--- src/hdl/hsv565_pkg.sv ---
`timescale 1ns / 1ps

package hsv565_pkg;

   // hue sectors, named by the color at their start
   localparam logic [2:0] SECT_RED     = 3'd0;
   localparam logic [2:0] SECT_YELLOW  = 3'd1;
   localparam logic [2:0] SECT_GREEN   = 3'd2;
   localparam logic [2:0] SECT_CYAN    = 3'd3;
   localparam logic [2:0] SECT_BLUE    = 3'd4;
   localparam logic [2:0] SECT_MAGENTA = 3'd5;

   localparam logic [8:0]  TURN_DEG    = 9'd360;
   localparam logic [8:0]  SECTOR_SPAN = 9'd60;
   localparam logic [5:0]  SPAN_H      = 6'd60;
   localparam logic [7:0]  FULL_SCALE  = 8'd255;
   localparam logic [13:0] RATIO_DEN   = 14'd15300;

   // floor(x/360) = (x*HUE_RECIP) >> HUE_SHIFT, exact for any 16-bit x
   localparam logic [15:0] HUE_RECIP = 16'd46604;
   localparam int          HUE_SHIFT = 24;
   // floor(x/255) for x up to 255*255
   localparam logic [16:0] P_RECIP   = 17'd65794;
   localparam int          P_SHIFT   = 24;
   // floor(x/15300) for x up to 255*15300
   localparam logic [22:0] Q_RECIP   = 23'd4491470;
   localparam int          Q_SHIFT   = 36;

   typedef struct packed {
      logic [2:0] sector;
      logic [5:0] h;
      logic [7:0] sat;
      logic [7:0] bright;
   } split_type;

   typedef struct packed {
      logic [2:0] sector;
      logic [7:0] bright;
      logic [7:0] p;
      logic [7:0] q;
      logic [7:0] t;
   } level_type;

endpackage

--- src/hdl/hsv565_hue_split.sv ---
`timescale 1ns / 1ps

module hsv565_hue_split (
   input  logic                  clock,
   input  logic                  reset,
   input  logic                  in_valid,
   output logic                  in_ready,
   input  logic [15:0]           hue_deg,
   input  logic [7:0]            sat_level,
   input  logic [7:0]            bright_level,
   output logic                  out_valid,
   input  logic                  out_ready,
   output hsv565_pkg::split_type out_data
);

   // stage 1: number of whole turns
   logic        s1_valid_ff, s1_valid_in, s1_ready;
   logic [15:0] s1_hue_ff;
   logic [7:0]  s1_quot_ff;
   logic [7:0]  s1_sat_ff, s1_bright_ff;
   logic [31:0] quot_prod;

   // stage 2: sector and remainder
   logic                  s2_valid_ff, s2_valid_in, s2_ready;
   hsv565_pkg::split_type s2_ff, s2_in;
   logic [16:0]           turn_sub;
   logic [8:0]            hue_red;
   logic [8:0]            sect_base;

   assign s2_ready = !s2_valid_ff || out_ready;
   assign s1_ready = !s1_valid_ff || s2_ready;
   assign in_ready = s1_ready;

   assign quot_prod   = 32'(hue_deg) * 32'(hsv565_pkg::HUE_RECIP);
   assign s1_valid_in = s1_ready ? in_valid : s1_valid_ff;

   always_ff @(posedge clock) begin
      if (reset) begin
         s1_valid_ff <= 1'b0;
      end else begin
         s1_valid_ff <= s1_valid_in;
      end
      if (s1_ready) begin
         s1_hue_ff    <= hue_deg;
         s1_quot_ff   <= quot_prod[hsv565_pkg::HUE_SHIFT+7:hsv565_pkg::HUE_SHIFT];
         s1_sat_ff    <= sat_level;
         s1_bright_ff <= bright_level;
      end
   end

   assign turn_sub = 17'(s1_quot_ff) * 17'(hsv565_pkg::TURN_DEG);
   assign hue_red  = 9'(17'(s1_hue_ff) - turn_sub);

   always_comb begin
      s2_in.sat    = s1_sat_ff;
      s2_in.bright = s1_bright_ff;
      priority if (hue_red >= 9'(5 * hsv565_pkg::SECTOR_SPAN)) begin
         s2_in.sector = hsv565_pkg::SECT_MAGENTA;
         sect_base    = 9'(5 * hsv565_pkg::SECTOR_SPAN);
      end else if (hue_red >= 9'(4 * hsv565_pkg::SECTOR_SPAN)) begin
         s2_in.sector = hsv565_pkg::SECT_BLUE;
         sect_base    = 9'(4 * hsv565_pkg::SECTOR_SPAN);
      end else if (hue_red >= 9'(3 * hsv565_pkg::SECTOR_SPAN)) begin
         s2_in.sector = hsv565_pkg::SECT_CYAN;
         sect_base    = 9'(3 * hsv565_pkg::SECTOR_SPAN);
      end else if (hue_red >= 9'(2 * hsv565_pkg::SECTOR_SPAN)) begin
         s2_in.sector = hsv565_pkg::SECT_GREEN;
         sect_base    = 9'(2 * hsv565_pkg::SECTOR_SPAN);
      end else if (hue_red >= hsv565_pkg::SECTOR_SPAN) begin
         s2_in.sector = hsv565_pkg::SECT_YELLOW;
         sect_base    = hsv565_pkg::SECTOR_SPAN;
      end else begin
         s2_in.sector = hsv565_pkg::SECT_RED;
         sect_base    = 9'd0;
      end
      s2_in.h = 6'(hue_red - sect_base);
   end

   assign s2_valid_in = s2_ready ? s1_valid_ff : s2_valid_ff;

   always_ff @(posedge clock) begin
      if (reset) begin
         s2_valid_ff <= 1'b0;
      end else begin
         s2_valid_ff <= s2_valid_in;
      end
      if (s2_ready) begin
         s2_ff <= s2_in;
      end
   end

   assign out_valid = s2_valid_ff;
   assign out_data  = s2_ff;

   // the reciprocal quotient must give a remainder in 0..359
   assert property (@(posedge clock) disable iff (reset)
      s1_valid_ff |-> (turn_sub <= 17'(s1_hue_ff)) &&
                      ((17'(s1_hue_ff) - turn_sub) < 17'(hsv565_pkg::TURN_DEG)))
      else $error("hue reduction out of range");

   assert property (@(posedge clock) disable iff (reset)
      s2_valid_ff |-> (s2_ff.h < hsv565_pkg::SPAN_H) &&
                      (s2_ff.sector <= hsv565_pkg::SECT_MAGENTA))
      else $error("sector split out of range");

endmodule

--- src/hdl/hsv565_level_calc.sv ---
`timescale 1ns / 1ps

module hsv565_level_calc (
   input  logic                  clock,
   input  logic                  reset,
   input  logic                  in_valid,
   output logic                  in_ready,
   input  hsv565_pkg::split_type in_data,
   output logic                  out_valid,
   input  logic                  out_ready,
   output hsv565_pkg::level_type out_data
);

   // stage 3: numerators
   logic        s3_valid_ff, s3_valid_in, s3_ready;
   logic [2:0]  s3_sector_ff;
   logic [7:0]  s3_bright_ff;
   logic [7:0]  s3_num_p_ff;
   logic [13:0] s3_num_q_ff, s3_num_t_ff;
   logic [5:0]  span_left;
   logic [13:0] sh_q, sh_t;

   // stage 4: level times numerator
   logic        s4_valid_ff, s4_valid_in, s4_ready;
   logic [2:0]  s4_sector_ff;
   logic [7:0]  s4_bright_ff;
   logic [15:0] s4_prod_p_ff;
   logic [21:0] s4_prod_q_ff, s4_prod_t_ff;

   // stage 5: divide by the denominators through reciprocals
   logic                  s5_valid_ff, s5_valid_in, s5_ready;
   hsv565_pkg::level_type s5_ff, s5_in;
   logic [32:0]           div_p;
   logic [44:0]           div_q, div_t;

   assign s5_ready = !s5_valid_ff || out_ready;
   assign s4_ready = !s4_valid_ff || s5_ready;
   assign s3_ready = !s3_valid_ff || s4_ready;
   assign in_ready = s3_ready;

   assign span_left = hsv565_pkg::SPAN_H - in_data.h;
   assign sh_q      = 14'(in_data.sat) * 14'(in_data.h);
   assign sh_t      = 14'(in_data.sat) * 14'(span_left);

   assign s3_valid_in = s3_ready ? in_valid : s3_valid_ff;

   always_ff @(posedge clock) begin
      if (reset) begin
         s3_valid_ff <= 1'b0;
      end else begin
         s3_valid_ff <= s3_valid_in;
      end
      if (s3_ready) begin
         s3_sector_ff <= in_data.sector;
         s3_bright_ff <= in_data.bright;
         s3_num_p_ff  <= hsv565_pkg::FULL_SCALE - in_data.sat;
         s3_num_q_ff  <= hsv565_pkg::RATIO_DEN - sh_q;
         s3_num_t_ff  <= hsv565_pkg::RATIO_DEN - sh_t;
      end
   end

   assign s4_valid_in = s4_ready ? s3_valid_ff : s4_valid_ff;

   always_ff @(posedge clock) begin
      if (reset) begin
         s4_valid_ff <= 1'b0;
      end else begin
         s4_valid_ff <= s4_valid_in;
      end
      if (s4_ready) begin
         s4_sector_ff <= s3_sector_ff;
         s4_bright_ff <= s3_bright_ff;
         s4_prod_p_ff <= 16'(s3_bright_ff) * 16'(s3_num_p_ff);
         s4_prod_q_ff <= 22'(s3_bright_ff) * 22'(s3_num_q_ff);
         s4_prod_t_ff <= 22'(s3_bright_ff) * 22'(s3_num_t_ff);
      end
   end

   assign div_p = 33'(s4_prod_p_ff) * 33'(hsv565_pkg::P_RECIP);
   assign div_q = 45'(s4_prod_q_ff) * 45'(hsv565_pkg::Q_RECIP);
   assign div_t = 45'(s4_prod_t_ff) * 45'(hsv565_pkg::Q_RECIP);

   always_comb begin
      s5_in.sector = s4_sector_ff;
      s5_in.bright = s4_bright_ff;
      s5_in.p      = div_p[hsv565_pkg::P_SHIFT+7:hsv565_pkg::P_SHIFT];
      s5_in.q      = div_q[hsv565_pkg::Q_SHIFT+7:hsv565_pkg::Q_SHIFT];
      s5_in.t      = div_t[hsv565_pkg::Q_SHIFT+7:hsv565_pkg::Q_SHIFT];
   end

   assign s5_valid_in = s5_ready ? s4_valid_ff : s5_valid_ff;

   always_ff @(posedge clock) begin
      if (reset) begin
         s5_valid_ff <= 1'b0;
      end else begin
         s5_valid_ff <= s5_valid_in;
      end
      if (s5_ready) begin
         s5_ff <= s5_in;
      end
   end

   assign out_valid = s5_valid_ff;
   assign out_data  = s5_ff;

   // no helper level can exceed the value itself
   assert property (@(posedge clock) disable iff (reset)
      s5_valid_ff |-> (s5_ff.p <= s5_ff.bright) && (s5_ff.q <= s5_ff.bright) &&
                      (s5_ff.t <= s5_ff.bright))
      else $error("helper level above value");

endmodule

--- src/hdl/hsv_to_rgb565_converter.sv ---
`timescale 1ns / 1ps

// HSV to RGB565 converter. Every request carries a 16-bit hue in degrees (taken modulo 360),
// an 8-bit saturation and an 8-bit value, and gives one packed color (red 15..11, green 10..5,
// blue 4..0). The block is a six-stage pipeline: a request passes the registers of stages 1 to
// 5 and the response register before the color shows on rsp_, and a new request is taken every
// cycle as long as rsp_ready keeps up. Throughput is one request per clock while rsp_ready keeps
// up; the longest stage is the 22 x 23 bit reciprocal multiply that stands in for the divide by
// 15300. Back-pressure stalls the pipeline stage by stage, empty stages still fill, and nothing
// is lost or repeated. There are no registers to program; reset only empties the pipeline.
module hsv_to_rgb565_converter (
   input  logic        clock,
   input  logic        reset,
   input  logic        req_valid,
   output logic        req_ready,
   input  logic [15:0] req_hue_deg,
   input  logic [7:0]  req_sat_level,
   input  logic [7:0]  req_bright_level,
   output logic        rsp_valid,
   input  logic        rsp_ready,
   output logic [15:0] rsp_rgb565_color
);

   logic                  split_valid, split_ready;
   hsv565_pkg::split_type split_data;
   logic                  level_valid, level_ready;
   hsv565_pkg::level_type level_data;

   logic        rsp_valid_ff, rsp_valid_in;
   logic [15:0] rsp_color_ff, rsp_color_in;
   logic [7:0]  red, green, blue;

   hsv565_hue_split u_split (
      .clock        (clock),
      .reset        (reset),
      .in_valid     (req_valid),
      .in_ready     (req_ready),
      .hue_deg      (req_hue_deg),
      .sat_level    (req_sat_level),
      .bright_level (req_bright_level),
      .out_valid    (split_valid),
      .out_ready    (split_ready),
      .out_data     (split_data)
   );

   hsv565_level_calc u_level (
      .clock     (clock),
      .reset     (reset),
      .in_valid  (split_valid),
      .in_ready  (split_ready),
      .in_data   (split_data),
      .out_valid (level_valid),
      .out_ready (level_ready),
      .out_data  (level_data)
   );

   assign level_ready = !rsp_valid_ff || rsp_ready;

   always_comb begin
      unique case (level_data.sector)
         hsv565_pkg::SECT_RED: begin
            red = level_data.bright; green = level_data.t; blue = level_data.p;
         end
         hsv565_pkg::SECT_YELLOW: begin
            red = level_data.q; green = level_data.bright; blue = level_data.p;
         end
         hsv565_pkg::SECT_GREEN: begin
            red = level_data.p; green = level_data.bright; blue = level_data.t;
         end
         hsv565_pkg::SECT_CYAN: begin
            red = level_data.p; green = level_data.q; blue = level_data.bright;
         end
         hsv565_pkg::SECT_BLUE: begin
            red = level_data.t; green = level_data.p; blue = level_data.bright;
         end
         default: begin
            red = level_data.bright; green = level_data.p; blue = level_data.q;
         end
      endcase
      rsp_color_in = {red[7:3], green[7:2], blue[7:3]};
   end

   assign rsp_valid_in = level_ready ? level_valid : rsp_valid_ff;

   always_ff @(posedge clock) begin
      if (reset) begin
         rsp_valid_ff <= 1'b0;
      end else begin
         rsp_valid_ff <= rsp_valid_in;
      end
      if (level_ready) begin
         rsp_color_ff <= rsp_color_in;
      end
   end

   assign rsp_valid        = rsp_valid_ff;
   assign rsp_rgb565_color = rsp_color_ff;

   // the pipeline is empty right after reset
   assert property (@(posedge clock) disable iff (reset)
      $past(reset) |-> !rsp_valid_ff)
      else $error("response valid right after reset");

endmodule
--- config.mk ---
export PLATFORM = sky130hd
export DESIGN_NAME = hsv_to_rgb565_converter
export DESIGN_NICKNAME = d
export VERILOG_FILES = /design/src/hdl/hsv565_pkg.sv /design/src/hdl/hsv565_hue_split.sv /design/src/hdl/hsv565_level_calc.sv /design/src/hdl/hsv_to_rgb565_converter.sv
export SDC_FILE = /design/constraint.sdc
export NUM_CORES = 2
export LEC_CHECK = 0
export BUFFER_PORTS_ARGS = -buffer_cell sky130_fd_sc_hd__buf_2
export CAP_MARGIN = 10
export CORE_UTILIZATION = 50
export DETAILED_ROUTE_END_ITERATION = 16
export PLACE_DENSITY = 0.66
export SLEW_MARGIN = 20
export SYNTH_ARGS = -nofsm -noshare
export SYNTH_HDL_FRONTEND = slang
export SYNTH_SLANG_ARGS = --single-unit
--- constraint.sdc ---
create_clock -name clock -period 15.46 [get_ports clock]
set_input_delay 0 -clock clock [delete_from_list [all_inputs] [get_ports clock]]
set_output_delay 0 -clock clock [all_outputs]
set_load 0.01 [all_outputs]
==> run_results.csv <==
group,metric,value,unit
outcome,status,"complete, no violations",
sta,drv_slew,0,
yosys,ys.flop_type,"edfxtp_1",
cts,cts_num_sinks,219,
setup_path,critPathCaptureType,"flip-flop",
cts,cts_resized,0,
setup_path,crit_start,"u_level.s4_prod_q_ff[14]$_DFFE_PP_",
sta,min_period_over_period,0.4133,
placed_design,hpwl,59.74,mm
setup_path,r2r_start,"u_level.s4_prod_q_ff[14]$_DFFE_PP_",
cells_and_area,drive_gt1_frac,0.03757,
yosys,ys_seq_area_frac,0.1793,
die,dieWidth,271.6,um
cells_and_area,final_common_cell,"inv_1",
placed_design,post-place-ws,8.993,ns
sta,fmax,0.1565,GHz
sta,slew_headroom,0.3648,
global_route,grt_max_degree,69,
sta,hold_viol_final,0,
cells_and_area,area_delta_synth_final,7.229,%
sta,setup_tns,0,ns
setup_path,crit_arrival,6.69,ns
cts,cts.htree.levels,1,
sta,fin_crit,6.390,ns
die,core,71730,um^2
cells_and_area,post-route-util,0.5433,
worst_hold_path,hold_class,"input port to flip-flop",
yosys,ys_ff_latch,219,
global_route,grt_overflow,0,
drt,ant_nets,0,
drt,drc_errors,0,
drt,dr.pass1.iters,5,
global_route,grt_pass1_vias,24387,
global_route,track_usage,0.2001,
drt,vias_per_cell,5.047,
die,initial_utilization,0.5067,
drt,drtIter0Drc,1013,
cells_and_area,most-common-layout-cells,"inv_1, ha_1, fa_1, edfxtp_1, nand2_1",
die,rows,98,
flow_run,drv_cap,0,
setup_path,path_buf_inv,6,
global_route,antenna_found_initial,1,
setup_path,setup.worst_path.class,"flip-flop to flip-flop",
sta,tightest_slew,0.9528,ns
placed_design,place.gp.congestion,0.8794,
cts,worstSkewPairLatency,0.56,ns
setup_path,cp-start-kind,"flip-flop",
yosys,syn_inst,3495,
cts,post_cts_buffers,0,
sta,setup_ws,9.070,ns
yosys,synth_cell_types,66,
drt,drt_wl_total,70.51,mm
cells_and_area,nNetsFinal,4898,
yosys,synth-edff-count,213,
yosys,async_reset_ff_frac,0,
yosys,postSynthAreaPerCell,10.40,um^2
sta,rsz0062_at_grt,"no",
sta,finalSetupViolCount,0,
cts,cts_root_buf,"clkbuf_16",
die,ios,54,
sta,fin_skew,0.02529,ns
yosys,syn_area,36340,um^2
cts,cts_made_buffers,27,
die,die_y,271.6,um
setup_path,slowest_stage,"edfxtp_1",
setup_path,slowest_delay,0.57,ns
cts,cts_tree,"built",
setup_path,worstPathCellList,"ha_1 > fa_1 > inv_1 > fa_1 > inv_1 > ha_1 > inv_1 > fa_1 > inv_1 > fa_1 > inv_1 > fa_1 > inv_1 > ha_1 > a211oi_2 > a21oi_1 > a2111oi_4 > nor4b_1 > a2111oi_2 > o21ba_1 > xnor2_1",
yosys,ys_warn_count,0,
yosys,synth_fp_nets,4820,
cts,cts.clk_slew.worst_paths,0.07,ns
setup_path,critPathTopFamily,"adder cells",
setup_path,worstPathMaxFanout,7,
die,die_area,73770,um^2
worst_hold_path,min_from,"req_bright_level[0]",
setup_path,required,15.76,ns
cts,cts_buffer_depth,3,
drt,dr_total_vias,22937,
placed_design,port_buffers,53,
setup_path,crit_top_cell,"inv_1",
global_route,grt_pass1_wl,120.1,mm
drt,drt-wirelength-per-cell,15.51,um
-- synthesized netlist by cell type, types with 5 or more instances --
cell type | count | area share
fa_1 | 509 | 0.28
inv_1 | 856 | 0.088
xnor2_1 | 86 | 0.021
o21a_1 | 15 | 0.0031
nor3_1 | 16 | 0.0022
a211o_1 | 7 | 0.0017
ha_1 | 780 | 0.27
a21boi_0 | 5 | 0.0010
nor2_1 | 90 | 0.0093
nand2b_1 | 7 | 0.0012
mux2_2 | 7 | 0.0022
or3_1 | 5 | 0.00086
dfxtp_1 | 6 | 0.0033
edfxtp_1 | 213 | 0.18
a21o_1 | 40 | 0.0083
o21ai_1 | 10 | 0.0014
a31oi_1 | 8 | 0.0014
nor2b_1 | 22 | 0.0038
mux2i_1 | 17 | 0.0047
o21bai_1 | 14 | 0.0029
clkbuf_1 | 45 | 0.0046
nand3_1 | 26 | 0.0036
a21oi_1 | 100 | 0.014
nand2_1 | 209 | 0.022
and3_1 | 16 | 0.0028
a211oi_1 | 13 | 0.0027
o41ai_1 | 9 | 0.0022
o31ai_1 | 5 | 0.0010
xor2_1 | 24 | 0.0058
and2_1 | 200 | 0.034
o21ai_0 | 57 | 0.0078
o211ai_1 | 11 | 0.0023
o2111ai_1 | 5 | 0.0012
nand4_1 | 15 | 0.0026
-- flip-flops by register name, indices dropped and copies added (netlist names), 8 cells and up --
register and count:
u_level.s4_prod_q_ff 22, u_level.s3_num_q_ff 13, u_level.s3_num_t_ff 14, u_level.s4_prod_t_ff 21, u_split.s1_hue_ff 9, u_level.out_data 27, u_level.s3_num_p_ff 8, u_split.s1_bright_ff 8
u_split.out_data 25, u_level.s4_prod_p_ff 16, u_split.s1_sat_ff 8, u_level.s3_bright_ff 8, rsp_rgb565_color 16
-- path summary, 6_finish.rpt --
kind,endpoint,slack [ns],cells past startpoint
setup / recovery,u_level.out_data[15]$_DFFE_PP_,9.07,21
hold / removal,u_split.s1_bright_ff[0]$_DFFE_PP_,0.14,2
setup reg to reg,u_level.out_data[15]$_DFFE_PP_,9.07,21
hold reg to reg,u_split.out_data[15]$_DFFE_PP_,0.41,0
-- kinds of logic (layout without fill, tap and decap cells) --
kind of cell / Yosys count / in the layout / synth area share
adder cells (fa/ha/maj): 1289 / 1289 / 0.5489
buffers and inverters: 903 / 1001 / 0.09326
AND/OR/NAND/NOR: 617 / 617 / 0.08472
AO/OA/AOI/OAI: 333 / 333 / 0.06049
flip-flops: 219 / 219 / 0.1793
XOR/XNOR: 110 / 110 / 0.02651
multiplexers: 24 / 24 / 0.006851
other: 0 / 2 / 0
-- routing by layer --
| metal | up-vias | wire length, um | GRT usage |
|---|---|---|---|
| li1 | 11409 | - | - |
| met3 | 49 | 2115 | 0.02176 |
| met1 | 11215 | 34720 | 0.2858 |
| met2 | 262 | 32700 | 0.3344 |
| met4 | 2 | 960 | 0.02868 |
| met5 | - | 13 | 0 |
-- per-stage QoR --
step	hold WS (ns)	cells	area (um^2)
floorplan	0.06907	3495	36340
global placement	0.1774	4465	37730
detailed placement	0.1781	4465	37730
CTS	0.1065	4543	38960
global route	0.1189	4543	38970
finish	0.1415	4545	38970
-- area by class of cell --
class | instances | area [um^2]
fillers | 6378 | 32760
multi-input cells | 2373 | 26440
flip-flops and latches | 219 | 6516
inverters | 856 | 3213
well taps | 950 | 1189
clock buffers | 30 | 686.9
repair buffers | 96 | 660.6
clock inverters | 19 | 257.7
diodes | 2 | 5.005
-- repair_timing --
| action | CTS | global route |
|---|---|---|
| hold endpoints to repair | 31 | 0 |
| hold buffers | 29 | 0 |
| setup endpoints to repair | 0 | 0 |
Power is not shown: default switching activity piles up to over one toggle a cycle in this logic, so the estimate is an artifact.
